**src/design/lfu_pkg.sv**
```systemverilog
// Package for the LFU cache table: sizes, widths and the controller/datapath interface.
// Used by lfu_ctrl, lfu_datapath and lfu_cache_table_top; depends on nothing.
package lfu_pkg;

    localparam int ENTRIES = 16;
    localparam int IDX_W = (ENTRIES > 1) ? $clog2(ENTRIES) : 1;
    localparam int OCC_W = $clog2(ENTRIES + 1);
    localparam int CFG_W = 5;
    localparam int CMP_W = (OCC_W > CFG_W) ? OCC_W : CFG_W;
    localparam int DATA_W = 32;
    localparam int CNT_W = 32;
    localparam int IN_TDATA_W = 2 * DATA_W;

    localparam logic [CFG_W-1:0] CAP_RESET = CFG_W'(16);
    localparam logic [DATA_W-1:0] MISS_DATA = '1;
    localparam logic [CNT_W-1:0] CNT_MAX = '1;
    localparam logic [CNT_W-1:0] CNT_ONE = CNT_W'(1);

    localparam logic KIND_GET = 1'b0;
    localparam logic KIND_PUT = 1'b1;

    typedef struct packed {
        logic start;
        logic scan_en;
        logic update_en;
    } ctrl_cmd_t;

    typedef struct packed {
        logic scan_last;
    } ctrl_status_t;

    function automatic logic [CNT_W-1:0] sat_inc(input logic [CNT_W-1:0] v);
        return (v == CNT_MAX) ? v : v + CNT_ONE;
    endfunction

endpackage

```
**src/design/lfu_ctrl.sv**
```systemverilog
// Controller of the LFU cache table: sequences accept, slot scan and write-back.
// Depends on lfu_pkg; drives the datapath through ctrl_cmd_t.
module lfu_ctrl (
    input  logic                  clk,
    input  logic                  rst_n,
    input  logic                  s_valid,
    output logic                  s_ready,
    output logic                  m_valid,
    input  logic                  m_ready,
    input  lfu_pkg::ctrl_status_t status,
    output lfu_pkg::ctrl_cmd_t    cmd
);
    import lfu_pkg::*;

    typedef enum logic [1:0] {
        ST_IDLE,
        ST_SCAN,
        ST_UPDATE
    } state_t;

    state_t state_reg;
    state_t state_next;
    logic   m_valid_reg;
    logic   m_valid_next;
    logic   out_free;

    assign out_free = !m_valid_reg || m_ready;
    assign s_ready = (state_reg == ST_IDLE);
    assign m_valid = m_valid_reg;

    always_comb
    begin
        state_next = state_reg;
        m_valid_next = m_valid_reg && !m_ready;
        cmd = '0;
        case (state_reg)
            ST_IDLE:
            begin
                if (s_valid)
                begin
                    cmd.start = 1'b1;
                    state_next = ST_SCAN;
                end
            end
            ST_SCAN:
            begin
                cmd.scan_en = 1'b1;
                if (status.scan_last)
                begin
                    state_next = ST_UPDATE;
                end
            end
            ST_UPDATE:
            begin
                if (out_free)
                begin
                    cmd.update_en = 1'b1;
                    m_valid_next = 1'b1;
                    state_next = ST_IDLE;
                end
            end
            default:
            begin
                state_next = ST_IDLE;
            end
        endcase
    end

    always_ff @(posedge clk or negedge rst_n)
    begin
        if (!rst_n)
        begin
            state_reg <= ST_IDLE;
            m_valid_reg <= 1'b0;
        end
        else
        begin
            state_reg <= state_next;
            m_valid_reg <= m_valid_next;
        end
    end

endmodule

```
**src/design/lfu_datapath.sv**
```systemverilog
// Datapath of the LFU cache table: slot storage, sequential slot scan and write-back.
// Depends on lfu_pkg; controlled by lfu_ctrl through ctrl_cmd_t.
module lfu_datapath (
    input  logic                          clk,
    input  logic                          rst_n,
    input  lfu_pkg::ctrl_cmd_t            cmd,
    output lfu_pkg::ctrl_status_t         status,
    input  logic                          cfg_wr_en,
    input  logic [lfu_pkg::CFG_W-1:0]     cfg_wr_data,
    input  logic                          in_kind,
    input  logic signed [lfu_pkg::DATA_W-1:0] in_key,
    input  logic signed [lfu_pkg::DATA_W-1:0] in_data,
    output logic                          out_hit,
    output logic signed [lfu_pkg::DATA_W-1:0] out_data
);
    import lfu_pkg::*;

    logic [DATA_W-1:0] key_mem [ENTRIES];
    logic [DATA_W-1:0] data_mem [ENTRIES];
    logic [CNT_W-1:0]  count_mem [ENTRIES];
    logic [CNT_W-1:0]  stamp_mem [ENTRIES];
    logic [ENTRIES-1:0] valid_reg;
    logic [ENTRIES-1:0] valid_next;

    logic [CFG_W-1:0]  cfg_reg;
    logic [CNT_W-1:0]  clock_reg;
    logic [OCC_W-1:0]  occ_reg;
    logic [IDX_W-1:0]  scan_idx_reg;

    logic              item_kind_reg;
    logic [DATA_W-1:0] item_key_reg;
    logic [DATA_W-1:0] item_data_reg;

    logic              hit_found_reg;
    logic [IDX_W-1:0]  hit_slot_reg;
    logic [DATA_W-1:0] hit_data_reg;
    logic [CNT_W-1:0]  hit_count_reg;
    logic              vic_found_reg;
    logic [IDX_W-1:0]  vic_slot_reg;
    logic [CNT_W-1:0]  vic_count_reg;
    logic [CNT_W-1:0]  vic_stamp_reg;
    logic              free_found_reg;
    logic [IDX_W-1:0]  free_slot_reg;

    logic              out_hit_reg;
    logic [DATA_W-1:0] out_data_reg;

    logic              cur_valid;
    logic [DATA_W-1:0] cur_key;
    logic [DATA_W-1:0] cur_data;
    logic [CNT_W-1:0]  cur_count;
    logic [CNT_W-1:0]  cur_stamp;
    logic              key_match;
    logic              better_victim;

    logic [CMP_W-1:0]  cap;
    logic              cap_zero;
    logic              table_full;
    logic [CNT_W-1:0]  clock_new;
    logic              insert_ok;
    logic [IDX_W-1:0]  insert_slot;
    logic              wr_en;
    logic [IDX_W-1:0]  wr_slot;
    logic [DATA_W-1:0] wr_data;
    logic [CNT_W-1:0]  wr_count;
    logic              occ_inc;

    assign cur_valid = valid_reg[scan_idx_reg];
    assign cur_key = key_mem[scan_idx_reg];
    assign cur_data = data_mem[scan_idx_reg];
    assign cur_count = count_mem[scan_idx_reg];
    assign cur_stamp = stamp_mem[scan_idx_reg];
    assign key_match = cur_valid && (cur_key == item_key_reg);
    assign better_victim = cur_valid && (!vic_found_reg || (cur_count < vic_count_reg) ||
                           ((cur_count == vic_count_reg) && (cur_stamp < vic_stamp_reg)));

    assign status.scan_last = (scan_idx_reg == IDX_W'(ENTRIES - 1));

    always_comb
    begin
        if (CMP_W'(cfg_reg) > CMP_W'(ENTRIES))
        begin
            cap = CMP_W'(ENTRIES);
        end
        else
        begin
            cap = CMP_W'(cfg_reg);
        end
    end

    assign cap_zero = (cfg_reg == '0);
    assign table_full = (CMP_W'(occ_reg) >= cap);
    assign clock_new = sat_inc(clock_reg);
    assign insert_ok = table_full ? vic_found_reg : free_found_reg;
    assign insert_slot = table_full ? vic_slot_reg : free_slot_reg;

    assign wr_en = cmd.update_en && !cap_zero &&
                   (hit_found_reg || ((item_kind_reg == KIND_PUT) && insert_ok));
    assign wr_slot = hit_found_reg ? hit_slot_reg : insert_slot;
    assign wr_data = (item_kind_reg == KIND_PUT) ? item_data_reg : hit_data_reg;
    assign wr_count = hit_found_reg ? sat_inc(hit_count_reg) : CNT_ONE;
    assign occ_inc = wr_en && !hit_found_reg && !table_full;

    always_comb
    begin
        valid_next = valid_reg;
        if (wr_en)
        begin
            valid_next[wr_slot] = 1'b1;
        end
    end

    always_ff @(posedge clk or negedge rst_n)
    begin
        if (!rst_n)
        begin
            cfg_reg <= CAP_RESET;
            clock_reg <= '0;
            occ_reg <= '0;
            valid_reg <= '0;
            scan_idx_reg <= '0;
            hit_found_reg <= 1'b0;
            vic_found_reg <= 1'b0;
            free_found_reg <= 1'b0;
        end
        else
        begin
            if (cfg_wr_en)
            begin
                cfg_reg <= cfg_wr_data;
            end
            valid_reg <= valid_next;
            if (cmd.update_en && !cap_zero)
            begin
                clock_reg <= clock_new;
            end
            if (occ_inc)
            begin
                occ_reg <= occ_reg + OCC_W'(1);
            end
            if (cmd.start)
            begin
                scan_idx_reg <= '0;
                hit_found_reg <= 1'b0;
                vic_found_reg <= 1'b0;
                free_found_reg <= 1'b0;
            end
            else if (cmd.scan_en)
            begin
                scan_idx_reg <= scan_idx_reg + IDX_W'(1);
                if (key_match && !hit_found_reg)
                begin
                    hit_found_reg <= 1'b1;
                end
                if (better_victim)
                begin
                    vic_found_reg <= 1'b1;
                end
                if (!cur_valid && !free_found_reg)
                begin
                    free_found_reg <= 1'b1;
                end
            end
        end
    end

    always_ff @(posedge clk)
    begin
        if (cmd.start)
        begin
            item_kind_reg <= in_kind;
            item_key_reg <= in_key;
            item_data_reg <= in_data;
        end
        if (cmd.scan_en)
        begin
            if (key_match && !hit_found_reg)
            begin
                hit_slot_reg <= scan_idx_reg;
                hit_data_reg <= cur_data;
                hit_count_reg <= cur_count;
            end
            if (better_victim)
            begin
                vic_slot_reg <= scan_idx_reg;
                vic_count_reg <= cur_count;
                vic_stamp_reg <= cur_stamp;
            end
            if (!cur_valid && !free_found_reg)
            begin
                free_slot_reg <= scan_idx_reg;
            end
        end
        if (wr_en)
        begin
            key_mem[wr_slot] <= item_key_reg;
            data_mem[wr_slot] <= wr_data;
            count_mem[wr_slot] <= wr_count;
            stamp_mem[wr_slot] <= clock_new;
        end
        if (cmd.update_en)
        begin
            out_hit_reg <= !cap_zero && hit_found_reg;
            if (!cap_zero && hit_found_reg && (item_kind_reg == KIND_GET))
            begin
                out_data_reg <= hit_data_reg;
            end
            else
            begin
                out_data_reg <= MISS_DATA;
            end
        end
    end

    assign out_hit = out_hit_reg;
    assign out_data = out_data_reg;

endmodule

```
**src/design/lfu_cache_table_top.sv**
```systemverilog
// The edge that accepts a transaction starts the 16-slot scan, one slot per cycle through
// a single compare unit; a write-back then registers the result once the output is free.
// A new transaction is taken only when the controller is back in idle after the write-back.
// Reset clears the valid bits, use clock and occupancy at once and sets the capacity to 16;
// there is no clearing pass.
// Top level of the LFU cache table; depends on lfu_pkg, lfu_ctrl and lfu_datapath.
module lfu_cache_table_top (
    input  logic                               clk,
    input  logic                               rst_n,
    input  logic                               cfg_wr_en,
    input  logic [lfu_pkg::CFG_W-1:0]          cfg_wr_data,   // entries_in_use
    input  logic                               s_axis_tvalid,
    output logic                               s_axis_tready,
    input  logic [lfu_pkg::IN_TDATA_W-1:0]     s_axis_tdata,  // lookup_key, write_data
    input  logic                               s_axis_tuser,  // kind
    output logic                               m_axis_tvalid,
    input  logic                               m_axis_tready,
    output logic signed [lfu_pkg::DATA_W-1:0]  m_axis_tdata,  // read_data
    output logic                               m_axis_tuser   // hit
);
    import lfu_pkg::*;

    ctrl_cmd_t    cmd;
    ctrl_status_t status;
    logic signed [DATA_W-1:0] in_key;
    logic signed [DATA_W-1:0] in_data;

    assign in_key = s_axis_tdata[DATA_W-1:0];
    assign in_data = s_axis_tdata[2*DATA_W-1:DATA_W];

    lfu_ctrl u_ctrl (
        .clk     (clk),
        .rst_n   (rst_n),
        .s_valid (s_axis_tvalid),
        .s_ready (s_axis_tready),
        .m_valid (m_axis_tvalid),
        .m_ready (m_axis_tready),
        .status  (status),
        .cmd     (cmd)
    );

    lfu_datapath u_datapath (
        .clk         (clk),
        .rst_n       (rst_n),
        .cmd         (cmd),
        .status      (status),
        .cfg_wr_en   (cfg_wr_en),
        .cfg_wr_data (cfg_wr_data),
        .in_kind     (s_axis_tuser),
        .in_key      (in_key),
        .in_data     (in_data),
        .out_hit     (m_axis_tuser),
        .out_data    (m_axis_tdata)
    );

endmodule
```
**config.mk**
```make
export PLATFORM = sky130hd
export DESIGN_NAME = lfu_cache_table_top
export DESIGN_NICKNAME = d
export VERILOG_FILES = /design/src/design/lfu_pkg.sv /design/src/design/lfu_ctrl.sv /design/src/design/lfu_datapath.sv /design/src/design/lfu_cache_table_top.sv
export SDC_FILE = /design/constraint.sdc
export NUM_CORES = 2
export LEC_CHECK = 0
export BUFFER_PORTS_ARGS = -buffer_cell sky130_fd_sc_hd__buf_2
export CORE_ASPECT_RATIO = 1.5
export CORE_UTILIZATION = 40
export CTS_BUF_LIST = sky130_fd_sc_hd__clkbuf_16
export DETAILED_ROUTE_END_ITERATION = 16
export SLEW_MARGIN = 20
export SYNTH_ARGS = -nofsm -noshare
export SYNTH_HDL_FRONTEND = slang
export SYNTH_SLANG_ARGS = --single-unit
export TNS_END_PERCENT = 50
```
**constraint.sdc**
```tcl
create_clock -name clk -period 10.05 [get_ports clk]
set_input_delay 0.5025 -clock clk [delete_from_list [all_inputs] [get_ports clk]]
set_output_delay 0.5025 -clock clk [all_outputs]
set_load 0.03 [all_outputs]
```
==> flow_summary.yaml <==
logic_synthesis:
  synth_ff_type: "edfxtp_1"
  syn_inst: 4090
  synth_common_cells: "edfxtp_1, mux4_2, inv_1"
  yosys_warnings: 0
  synth-async-reset-ratio: 0.0289
  synthesis.nets: 4237
  synth_most_common_cell: "edfxtp_1"
  synth_area_leaders: "edfxtp_1, mux4_2, dfrtp_1"
  synth_edf_count: 2286
  ys_seq_area_frac: 0.768
  ys_types: 64
  synthesis.area_sq_um: 91500
  ys_ff_latch: 2354
  avgSynthCellArea_sq_um: 22.4
  synth_top_area_share: 0.750
  synthDominantAreaCellType: "edfxtp_1"
cells_and_area:
  final_cells: 7606
  layout-drive-gt1-share: 0.275
  fillers: 19000
  fin_nets: 4561
  multi_input_area_sq_um: 20400
  areaGrowthSynthToFinish_pct: 13.5
  seqCellArea_sq_um: 70400
min_path:
  hold_class: "in2reg"
  hold_start: "m_axis_tready"
setup_path:
  rrSetupSlack_ns: 3.53
  critical_path.endpoint: "u_datapath.vic_count_reg[30]"
  slowest_delay_ns: 0.99
  cp_cell_sequence: "buf_4 > mux4_2 > mux4_2 > ha_1 > nand4_1 > nor3_1 > nand4_1 > nor4_1 > o221ai_1 > a21boi_0 > o2bb2ai_4 > buf_4"
  end_kind: "register"
  r2r_cells: 12
  required_ns: 10.53
  setup.worst_path.start: "u_datapath.scan_idx_reg[1]"
  r2r-end: "u_datapath.vic_count_reg[30]"
  reg2reg_from: "u_datapath.scan_idx_reg[1]"
  criticalPathCategory: "reg2reg"
  worst_path_max_delay_cell: "dfrtp_4"
  start_kind: "register"
  cp_max_fo: 61
  cp.arrival_ns: 7.00
timing:
  setup_viol: 0
  tightest_slew_ns: 1.10
  rsz0062_at_grt: "no"
  hold_violations: 0
  max_clock_freq_ghz: 0.153
  drv_slew: 0
  timing.final.crit_share: 0.648
  hold_slack_ns: 0.0915
  setup_tns_ns: 0
  layout_min_cycle_time_ns: 6.52
  setup_ws_ns: 3.53
  timing.slew.headroom: 0.264
  clock-skew-final_ns: 0.0607
placed_design:
  detailed_place_hpwl_mm: 108
  gp_congestion: 0.767
  io_buffers: 109
  placed_cells: 7139
  dp_slack_ns: 3.47
die:
  fp.dieH_microns: 588
  ios: 110
  dieArea_sq_um: 231000
  rows: 214
  die_w_microns: 393
  start_util: 0.403
  core_area_sq_um: 227000
route:
  drt_iter0_drc: 3378
  vias: 42000
  dr.pass1.iters: 5
  wl_mm: 211
  avgViaCountPerCell: 5.52
  route.detailed.drc: 0
  detail-route-antenna-nets: 0
  avgRoutedWirePerCell_microns: 27.8
clocking:
  clock-root-buffer: "clkbuf_16"
  clk_pin_slew_worst_paths_ns: 0.07
  cts_made_buffers: 219
  cts_tree: "done"
  clock-sinks: 2354
  clockBufferDepth: 4
  cts_max_level: 4
  worstSkewPairLatency_ns: 0.87
grt:
  antenna_found_initial: 9
  grt_pass1_wl_mm: 305
  grt_pass1_vias: 44200
  gr-usage-all-layers: 0.183
  grt_max_degree: 143
  grt_overflow: 0
pwr:
  vdd_ir_drop_max_mv: 0.323
  power_density_nw_per_um2: 229
  leakage_nw: 33.5
run_status:
  status: "finished, final reports clean"
run:
  drv_cap: 0
-- stage by stage --
stage	cell area (sq um)	utilization	power, mW
2_1_floorplan	91500	-	14.8
3_3_place_gp	96100	0.423	15.9
3_5_place_dp	96100	0.423	16.0
4_1_cts	104000	0.457	24.1
5_1_grt	104000	0.458	24.6
6_report	104000	0.458	23.8
-- critical path: cells and delay by family, from the launching register on --
kind	cells	cell delay, ns
compound gates	3	0.81
fa+ha+maj	1	0.32
buf+inv	2	1.32
flops	1	0.99
mux	2	0.95
simple gates	4	1.61
-- power by group --
group          total [mW]  internal, mW  leakage (nW)  switching [mW]
Clock                8.13          4.55          3.50            3.58
Sequential           11.3          11.0          21.8           0.283
Combinational        4.38          2.06          8.13            2.32
Total                23.8          17.6          33.5            6.19
-- worst min-delay path by stage --
stage / to / slack, ns / cells past startpoint
after floorplan: u_ctrl.m_valid / 0.21 / 0
after detailed placement: u_datapath.occ_reg[2] / 0.37 / 1
final: u_ctrl.m_valid / 0.09 / 3
after global routing: u_ctrl.m_valid / 0.05 / 3
after CTS: u_ctrl.m_valid / 0.02 / 3
after global placement: u_datapath.occ_reg[4] / 0.36 / 1
-- logic make-up (layout without fill, tap and decap cells) --
logic type               after synthesis  count (layout)  share of synthesized area
multiplexers                         728             728                      0.162
buffers and inverters                257             747                     0.0127
AND/OR/NAND/NOR                      364             364                     0.0208
adder cells (fa/ha/maj)               72              72                    0.00984
other                                  0               2                          0
AO/OA/AOI/OAI                        172             172                     0.0129
flip-flops                          2354            2354                      0.768
XOR/XNOR                             143             143                     0.0137
-- what timing repair did --
item,CTS,global route
hold buffers,78,0
hold endpoints to repair,80,0
setup buffers,0,0
gates resized for setup,0,0
-- cell type report --
type | count | share of cell area
inverters | 83 | 0.00302
repair buffers | 277 | 0.0210
clock inverters | 166 | 0.0133
flip-flops and latches | 2354 | 0.677
well taps | 3024 | 0.0364
clock buffers | 221 | 0.0532
diodes | 2 | 0.0000482
multi-input cells | 1479 | 0.196
-- per-layer routing --
metal | track usage | up-vias | part of all wire | wire (microns)
met1 | 0.233 | 22900 | 0.40 | 84100
met2 | 0.323 | 1075 | 0.53 | 111000
met4 | 0.0532 | 2 | 0.028 | 5810
met5 | 0 | - | 0.000052 | 11
li1 | - | 17700 | - | -
met3 | 0.0244 | 331 | 0.046 | 9780
-- placed cells by master, fill, tap and decap left out, types with 46 or more instances in the layout --
cell           instances
edfxtp_1            2286
mux4_2               595
clkbuf_16            221
inv_1                112
buf_2                108
dlygate4sd3_1         78
buf_4                 77
mux2i_1               72
ha_1                  72
nand2_1               71
xnor2_1               67
dfrtp_1               62
mux2_2                61
xor2_1                54
nor2_1                48
clkinv_2              46
No activity file was read; power rests on OpenSTA's default activity.
